--- src/hw/rtl/acfp_pkg.sv ---
`timescale 1ns / 1ps
// Package for the ASCII command frame parser.
// Holds the frame marks, field sizes, widths and the conversion phase type.
package acfp_pkg;

  localparam int NUM_FIELDS  = 5;
  localparam int FIELD_CHARS = 4;

  localparam int FIELD_IDX_W = $clog2(NUM_FIELDS);
  localparam int CHAR_CNT_W  = $clog2(FIELD_CHARS + 1);

  localparam int ADDR_W  = 14;
  localparam int VALUE_W = 15;
  localparam int MAG_W   = 14;
  localparam int ACC_W   = MAG_W + 4;
  localparam int MAG_MAX = 16383;

  localparam logic [7:0] MARK_FRAME = 8'h23;
  localparam logic [7:0] MARK_FIELD = 8'h24;
  localparam logic [7:0] CHAR_PLUS  = 8'h2B;
  localparam logic [7:0] CHAR_MINUS = 8'h2D;
  localparam logic [7:0] CHAR_ZERO  = 8'h30;
  localparam logic [7:0] CHAR_NINE  = 8'h39;
  localparam logic [7:0] CHAR_SPACE = 8'h20;
  localparam logic [7:0] CHAR_TAB   = 8'h09;
  localparam logic [7:0] CHAR_CR    = 8'h0D;

  localparam logic [ADDR_W-1:0]  ADDR_RESET = 14'd10;
  localparam logic [VALUE_W-1:0] CMD_PLAIN  = 15'd1;
  localparam logic [VALUE_W-1:0] CMD_AUTO   = 15'd2;

  localparam int DIR_FIELD   = 2;
  localparam int MODE_FIELD  = 1;
  localparam int DIST_FIELD  = 3;
  localparam int TROUGH_FIELD = 4;

  typedef enum logic [1:0] {
    PH_LEAD   = 2'd0,
    PH_DIGITS = 2'd1,
    PH_DONE   = 2'd2
  } conv_phase_t;

endpackage

--- src/hw/rtl/acfp_digit_acc.sv ---
`timescale 1ns / 1ps
// Decimal accumulator step: value times ten plus one digit, on the magnitude.
// Saturates the magnitude and reapplies the sign. Uses acfp_pkg.
module acfp_digit_acc (
  input  logic signed [acfp_pkg::VALUE_W-1:0] value,
  input  logic                                negative,
  input  logic [3:0]                          digit,
  output logic signed [acfp_pkg::VALUE_W-1:0] result
);

  logic [acfp_pkg::VALUE_W-1:0] mag_full;
  logic [acfp_pkg::MAG_W-1:0]   mag;
  logic [acfp_pkg::ACC_W-1:0]   acc;
  logic [acfp_pkg::MAG_W-1:0]   sat;
  logic [acfp_pkg::VALUE_W-1:0] sat_ext;

  always_comb begin
    mag_full = negative ? -value : value;
    mag      = mag_full[acfp_pkg::MAG_W-1:0];
    acc      = (acfp_pkg::ACC_W'(mag) << 3) + (acfp_pkg::ACC_W'(mag) << 1)
             + acfp_pkg::ACC_W'(digit);
    if (acc > acfp_pkg::ACC_W'(acfp_pkg::MAG_MAX)) begin
      sat = acfp_pkg::MAG_W'(acfp_pkg::MAG_MAX);
    end else begin
      sat = acc[acfp_pkg::MAG_W-1:0];
    end
    sat_ext = {1'b0, sat};
    result  = negative ? $signed(-sat_ext) : $signed(sat_ext);
  end

endmodule

--- src/hw/rtl/ascii_command_frame_parser.sv ---
`timescale 1ns / 1ps
// ASCII command frame parser, top level. Uses acfp_pkg and acfp_digit_acc.
// Every received word is echoed as one result word.
//
// Each received byte yields exactly one result word, registered in the cycle after
// it is taken; a new byte is taken every cycle unless the held result is
// stalled. '$' closes a field, '#' closes a frame; fields are converted like
// atoi with saturation at a magnitude of 16383. On '#', echo_repeat flags an
// address match, and cmd_valid flags a well-formed command; direction, and in
// auto mode distance and troughs, come with it. Overlong fields or too many
// fields mark the frame bad until its '#'. bot_address may be written only while idle.
module ascii_command_frame_parser (
  input  logic                                 clk,
  input  logic                                 rst,
  input  logic                                 cfg_write,
  input  logic [acfp_pkg::ADDR_W-1:0]          cfg_data,
  input  logic                                 rx_valid,
  output logic                                 rx_stall,
  input  logic [7:0]                           rx_byte,
  output logic                                 tx_valid,
  input  logic                                 tx_stall,
  output logic [7:0]                           echo_byte,
  output logic                                 echo_repeat,
  output logic                                 cmd_valid,
  output logic                                 cmd_mode,
  output logic [7:0]                           direction,
  output logic signed [acfp_pkg::VALUE_W-1:0]  distance,
  output logic signed [acfp_pkg::VALUE_W-1:0]  troughs
);

  logic [acfp_pkg::ADDR_W-1:0]         bot_address;
  logic signed [acfp_pkg::VALUE_W-1:0] field_value [acfp_pkg::NUM_FIELDS];
  logic [acfp_pkg::FIELD_IDX_W-1:0]    field_index, field_index_next;
  logic [acfp_pkg::CHAR_CNT_W-1:0]     char_count, char_count_next;
  acfp_pkg::conv_phase_t               conv_phase, conv_phase_next;
  logic                                negative_sign, negative_sign_next;
  logic [7:0]                          direction_char, direction_char_next;
  logic                                frame_bad, frame_bad_next;

  logic                                rx_take;
  logic                                fv_we;
  logic signed [acfp_pkg::VALUE_W-1:0] fv_wdata;
  logic signed [acfp_pkg::VALUE_W-1:0] cur_value;
  logic signed [acfp_pkg::VALUE_W-1:0] acc_value;
  logic                                cur_neg;
  acfp_pkg::conv_phase_t               cur_phase;
  logic                                first_char;
  logic                                is_digit;
  logic                                is_blank;
  logic                                is_sign;

  logic                                repeat_res;
  logic                                cmd_res;
  logic                                mode_res;
  logic [7:0]                          dir_res;
  logic signed [acfp_pkg::VALUE_W-1:0] dist_res;
  logic signed [acfp_pkg::VALUE_W-1:0] trough_res;

  assign rx_stall = tx_valid && tx_stall;
  assign rx_take  = rx_valid && !rx_stall;

  assign first_char = (char_count == '0);
  assign is_digit   = (rx_byte >= acfp_pkg::CHAR_ZERO) && (rx_byte <= acfp_pkg::CHAR_NINE);
  assign is_blank   = (rx_byte == acfp_pkg::CHAR_SPACE)
                   || ((rx_byte >= acfp_pkg::CHAR_TAB) && (rx_byte <= acfp_pkg::CHAR_CR));
  assign is_sign    = (rx_byte == acfp_pkg::CHAR_PLUS) || (rx_byte == acfp_pkg::CHAR_MINUS);

  assign cur_value = first_char ? '0 : field_value[field_index];
  assign cur_neg   = first_char ? 1'b0 : negative_sign;
  assign cur_phase = first_char ? acfp_pkg::PH_LEAD : conv_phase;

  acfp_digit_acc u_digit_acc (
    .value    (cur_value),
    .negative (cur_neg),
    .digit    (rx_byte[3:0]),
    .result   (acc_value)
  );

  // Next state of the field parser.
  always_comb begin
    field_index_next    = field_index;
    char_count_next     = char_count;
    conv_phase_next     = conv_phase;
    negative_sign_next  = negative_sign;
    direction_char_next = direction_char;
    frame_bad_next      = frame_bad;
    fv_we               = 1'b0;
    fv_wdata            = '0;
    if (rx_byte == acfp_pkg::MARK_FRAME) begin
      field_index_next   = '0;
      char_count_next    = '0;
      conv_phase_next    = acfp_pkg::PH_LEAD;
      negative_sign_next = 1'b0;
      frame_bad_next     = 1'b0;
    end else if (frame_bad) begin
      frame_bad_next = 1'b1;
    end else if (rx_byte == acfp_pkg::MARK_FIELD) begin
      if (first_char) begin
        fv_we = 1'b1;
        if (field_index == acfp_pkg::FIELD_IDX_W'(acfp_pkg::DIR_FIELD)) begin
          direction_char_next = '0;
        end
      end
      if (field_index == acfp_pkg::FIELD_IDX_W'(acfp_pkg::NUM_FIELDS - 1)) begin
        frame_bad_next = 1'b1;
      end else begin
        field_index_next = field_index + 1'b1;
      end
      char_count_next    = '0;
      conv_phase_next    = acfp_pkg::PH_LEAD;
      negative_sign_next = 1'b0;
    end else if (char_count >= acfp_pkg::CHAR_CNT_W'(acfp_pkg::FIELD_CHARS)) begin
      frame_bad_next = 1'b1;
    end else begin
      fv_we              = first_char;
      negative_sign_next = cur_neg;
      conv_phase_next    = cur_phase;
      if (first_char && field_index == acfp_pkg::FIELD_IDX_W'(acfp_pkg::DIR_FIELD)) begin
        direction_char_next = rx_byte;
      end
      char_count_next = char_count + 1'b1;
      unique case (cur_phase)
        acfp_pkg::PH_LEAD: begin
          if (is_blank) begin
            conv_phase_next = acfp_pkg::PH_LEAD;
          end else if (is_sign) begin
            negative_sign_next = (rx_byte == acfp_pkg::CHAR_MINUS);
            conv_phase_next    = acfp_pkg::PH_DIGITS;
          end else if (is_digit) begin
            fv_we           = 1'b1;
            fv_wdata        = acc_value;
            conv_phase_next = acfp_pkg::PH_DIGITS;
          end else begin
            conv_phase_next = acfp_pkg::PH_DONE;
          end
        end
        acfp_pkg::PH_DIGITS: begin
          if (is_digit) begin
            fv_we    = 1'b1;
            fv_wdata = acc_value;
          end else begin
            conv_phase_next = acfp_pkg::PH_DONE;
          end
        end
        default: begin
          conv_phase_next = cur_phase;
        end
      endcase
    end
  end

  // Result of the current word.
  always_comb begin
    repeat_res = (rx_byte == acfp_pkg::MARK_FRAME)
              && (field_value[0] == $signed({1'b0, bot_address}));
    cmd_res    = repeat_res && !first_char && !frame_bad
              && ((field_value[acfp_pkg::MODE_FIELD] == acfp_pkg::CMD_PLAIN)
               || (field_value[acfp_pkg::MODE_FIELD] == acfp_pkg::CMD_AUTO));
    mode_res   = cmd_res && (field_value[acfp_pkg::MODE_FIELD] == acfp_pkg::CMD_AUTO);
    dir_res    = cmd_res ? direction_char : '0;
    dist_res   = mode_res ? field_value[acfp_pkg::DIST_FIELD] : '0;
    trough_res = mode_res ? field_value[acfp_pkg::TROUGH_FIELD] : '0;
  end

  always_ff @(posedge clk) begin
    if (rst) begin
      bot_address <= acfp_pkg::ADDR_RESET;
    end else if (cfg_write) begin
      bot_address <= cfg_data;
    end
  end

  always_ff @(posedge clk) begin
    if (rst) begin
      for (int i = 0; i < acfp_pkg::NUM_FIELDS; i++) begin
        field_value[i] <= '0;
      end
      field_index    <= '0;
      char_count     <= '0;
      conv_phase     <= acfp_pkg::PH_LEAD;
      negative_sign  <= 1'b0;
      direction_char <= '0;
      frame_bad      <= 1'b0;
    end else if (rx_take) begin
      if (fv_we) begin
        field_value[field_index] <= fv_wdata;
      end
      field_index    <= field_index_next;
      char_count     <= char_count_next;
      conv_phase     <= conv_phase_next;
      negative_sign  <= negative_sign_next;
      direction_char <= direction_char_next;
      frame_bad      <= frame_bad_next;
    end
  end

  always_ff @(posedge clk) begin
    if (rst) begin
      tx_valid <= 1'b0;
    end else if (rx_take) begin
      tx_valid <= 1'b1;
    end else if (!tx_stall) begin
      tx_valid <= 1'b0;
    end
  end

  always_ff @(posedge clk) begin
    if (rx_take) begin
      echo_byte   <= rx_byte;
      echo_repeat <= repeat_res;
      cmd_valid   <= cmd_res;
      cmd_mode    <= mode_res;
      direction   <= dir_res;
      distance    <= dist_res;
      troughs     <= trough_res;
    end
  end

  a_cmd_on_frame_end: assert property (@(posedge clk) disable iff (rst)
    tx_valid && cmd_valid |-> echo_repeat && (echo_byte == acfp_pkg::MARK_FRAME))
    else $error("command issued without a matched frame end");

  a_idle_payload: assert property (@(posedge clk) disable iff (rst)
    tx_valid && !cmd_valid |-> (direction == '0) && (distance == '0) && (troughs == '0))
    else $error("command fields set without a command");

  a_echo_follows: assert property (@(posedge clk) disable iff (rst)
    rx_take |=> tx_valid && (echo_byte == $past(rx_byte)))
    else $error("taken word not echoed in the next cycle");

  a_index_range: assert property (@(posedge clk) disable iff (rst)
    field_index <= acfp_pkg::FIELD_IDX_W'(acfp_pkg::NUM_FIELDS - 1))
    else $error("field index beyond the last field");

endmodule
--- config.mk ---
export PLATFORM = sky130hd
export DESIGN_NAME = ascii_command_frame_parser
export DESIGN_NICKNAME = d
export VERILOG_FILES = /design/src/hw/rtl/acfp_pkg.sv /design/src/hw/rtl/acfp_digit_acc.sv /design/src/hw/rtl/ascii_command_frame_parser.sv
export SDC_FILE = /design/constraint.sdc
export NUM_CORES = 1
export LEC_CHECK = 0
export ABC_AREA = 1
export ABC_CLOCK_PERIOD_IN_PS = 5800
export CORE_ASPECT_RATIO = 0.5
export CORE_MARGIN = 2
export CORE_UTILIZATION = 40
export CTS_BUF_LIST = sky130_fd_sc_hd__clkbuf_4 sky130_fd_sc_hd__clkbuf_8
export DETAILED_ROUTE_END_ITERATION = 12
export DONT_BUFFER_PORTS = 1
export HOLD_SLACK_MARGIN = 0.15
export PLACE_DENSITY = 0.64
export SYNTH_ARGS = -nofsm -noshare
export SYNTH_HDL_FRONTEND = slang
export SYNTH_SLANG_ARGS = --single-unit
--- constraint.sdc ---
create_clock -name clk -period 5.8 [get_ports clk]
set_input_delay 1.16 -clock clk [delete_from_list [all_inputs] [get_ports clk]]
set_output_delay 1.16 -clock clk [all_outputs]
set_load 0.03 [all_outputs]
==> metrics <==
status=completed; Post-Route Setup TNS=0 ns; Cell Area, Placed=0.0108 mm2; post-synth cell types=45; CTS H-tree depth=1; worst hold stages=2; total CTS buffers=30; Max stage delay on crit path=0.39 ns; PortBufs=0; Min-Delay Startpoint=direction_char[6]; final global-route overflow total=0; routed via count=8143; wire per inst=18.1 um; critical path type=reg2reg; Final GP Congestion=0.917; Core ar.=0.0253 mm2; Synth Warn #=0; design area=0.0116 mm2; Die X=roughly 230 um; min-delay worst type=reg2reg; Arr. time, crit path=5.72 ns; Worst Tran Pin Value=1.07 ns; number of cells on the critical path=31; crit share post-route=93.8%; Avg Vias per Cell=5.26; Detail Route Antenna Nets=0; drt pass-1 iters=5; fin nets=between 1000 and 1500; prevailing post-synth register cell=edfxtp_1; first-pass GRT wire length=around 43000 um; cell mode on critical path=nand2_1; layout cells sized above 1=10.6%; worst-path maximum fanout=15; r2r setup slk=0.36 ns; max-slew violations=0; sequential share of the synthesized area=about 55%; DIE HEIGHT=118 um; initial antenna violation count=0; FMAX=0.184 GHz; Hold Violations, Final=0; max_cap viols=0; register bit total from synthesis=roughly 200; GRT Total Usage=20.2%; Mapped Area=slightly above 0.01 mm2; die area=0.0272 mm2; Post-Synthesis Cells=1155; crit-path leading delay family=simple AND/OR/NAND/NOR gates; initial drt markers=732; min Tclk post-route=5.44 ns; pin count of the biggest net entering global routing=54; P&R area growth vs syn=11.8%; Rel. slew slack=roughly 29%; asr flop ratio synth=0%; clk sink count=about 200; Clock Tree Root=clkbuf_8; final setup skew=0.0329 ns; clock slew at reported path FFs=0.08 ns; power density cells=282 mW/mm2; Worst EP required=6.08 ns; # rows=a little over 40; total length of routed wires=27900 um; DRC Markers=0; R2R Path End=field_value[5][8]; ANT cells=0; Starting Density=40.9%; Final Util=45.7%; vias in the first global route=7810; Clock Latency Late Sink=0.57 ns; Final HPWL DP=19700 um; Clock Path Buffers=3; Mean Syn Cell Area=8.95 um2; Startpoint Class=flop; Worst Setup End Kind=flop; VDD IR max=between 0.0001 and 0.00015 V; Ports=78; number of synthesized flops with an enable pin=165; syn nets=1218; hold slack=about 0.45 ns; Buf+Inv Stages, Crit Path=6; # setup viols final=0; Lkg Pwr=around 4.8 nW; CTS tree=built; R2R depth=31; Crit-path slowest cell=ha_1; WHS Endpoint=direction_char[6]
-- state kept, by name (all words and copies together) (netlist names), named ones only --
register / flops
field_value: 116
distance: 15
troughs: 15
bot_address: 14
direction: 8
direction_char: 8
echo_byte: 8
char_count: 3
field_index: 3
conv_phase: 2
cmd_mode: 1
cmd_valid: 1
echo_repeat: 1
frame_bad: 1
negative_sign: 1
tx_valid: 1
-- layer usage --
metal / vias to the layer above / wire (um) / track usage, %
met5: - / 0 / 0
met4: 0 / 752 / 6.09
met3: 57 / 2480 / 5.14
met2: 340 / 12100 / 30.2
met1: 3879 / 12600 / 28.9
li1: 3867 / - / -
-- Yosys cell counts, types with 2 or more instances --
cell type / count / area, um2
nand2_1: 214 / 803
nor2_1: 209 / 785
edfxtp_1: 165 / 4950
inv_1: 155 / 582
nand3_1: 74 / 370
a21oi_1: 50 / 250
o21ai_0: 49 / 245
dfxtp_1: 36 / 721
ha_1: 34 / 425
clkbuf_1: 17 / 63.8
xor2_1: 17 / 149
nand3_2: 13 / 130
nand4_1: 11 / 68.8
buf_2: 10 / 50.1
o211ai_1: 10 / 75.1
nor4_1: 9 / 56.3
o21ai_1: 9 / 45.0
xnor2_1: 9 / 78.8
nand2_2: 7 / 43.8
nor3_1: 6 / 30.0
o22ai_1: 6 / 37.5
buf_6: 5 / 56.3
nor2_2: 5 / 31.3
buf_4: 4 / 30.0
a31oi_1: 3 / 18.8
inv_2: 3 / 11.3
a221oi_1: 2 / 17.5
clkinv_1: 2 / 7.51
fa_1: 2 / 40.0
nand3b_1: 2 / 15.0
nor2_4: 2 / 22.5
o21ai_2: 2 / 17.5
-- worst min-delay path, stage by stage, from the launching register on --
cell,delay [ns]
dfxtp_1,0.31
nand2_1,0.06
a21oi_1,0.05
-- logic make-up after synthesis --
family	Yosys count	synth area share (%)
fa+ha+maj	36	4.50
buf+inv	198	7.84
simple gates	556	23.2
xor+xnor	26	2.20
compound gates	138	7.42
flops	201	54.9
-- power breakdown --
| group | total, mW | switching (mW) | internal (mW) | leakage, nW |
|---|---|---|---|---|
| Combinational | 0.351 | 0.237 | 0.114 | 2.49 |
| Clock | 1.25 | 0.564 | 0.687 | 0.339 |
| Sequential | 1.66 | 0.0571 | 1.60 | 1.93 |
-- timing repair --
item,4_1_cts,5_1_grt
hold buffers,0,0
endpoints found under the setup margin,0,76
resized for setup,0,13
hold endpoints to repair,0,0
setup buffers,0,4
-- layout by cell type, fill, tap and decap left out, drive strengths merged, types with 31 or more instances in the layout --
cell type	instances
nand3	88
nor2	216
o21ai	60
nand2	221
edfxtp	165
ha	34
a21oi	50
buf	31
dfxtp	36
inv	159
clkbuf	45
-- how the worst max path moves through the flow --
stage / startpoint / to / slack [ns]
6_report: flop / field_value[5][8] / 0.36
5_1_grt: flop / field_value[3][12] / -0.07
4_1_cts: flop / field_value[3][8] / 0.11
3_5_place_dp: flop / field_value[3][8] / 0.19
3_3_place_gp: flop / field_value[7][8] / 0.35
2_1_floorplan: tx_stall / field_value[6][0] / 0.53
-- through the flow --
step                      std cells  setup slack, ns  power (mW)
after floorplan                1155            0.525        1.92
after global placement         1489            0.349        2.02
after detailed placement       1489            0.188        2.03
after CTS                      1543            0.111        3.26
after global routing           1547          -0.0663        3.38
final                          1547            0.359        3.26
-- layout make-up --
cell class | count | area [um2]
Clock buffer | 45 | 544
Clock inverter | 9 | 93.8
Fill cell | 2358 | 13700
Inverter | 161 | 607
Multi-Input combinational cell | 756 | 3910
Sequential cell | 201 | 5680
Tap cell | 344 | 430
Timing Repair Buffer | 31 | 295
(Power assumes the default switching activity.)
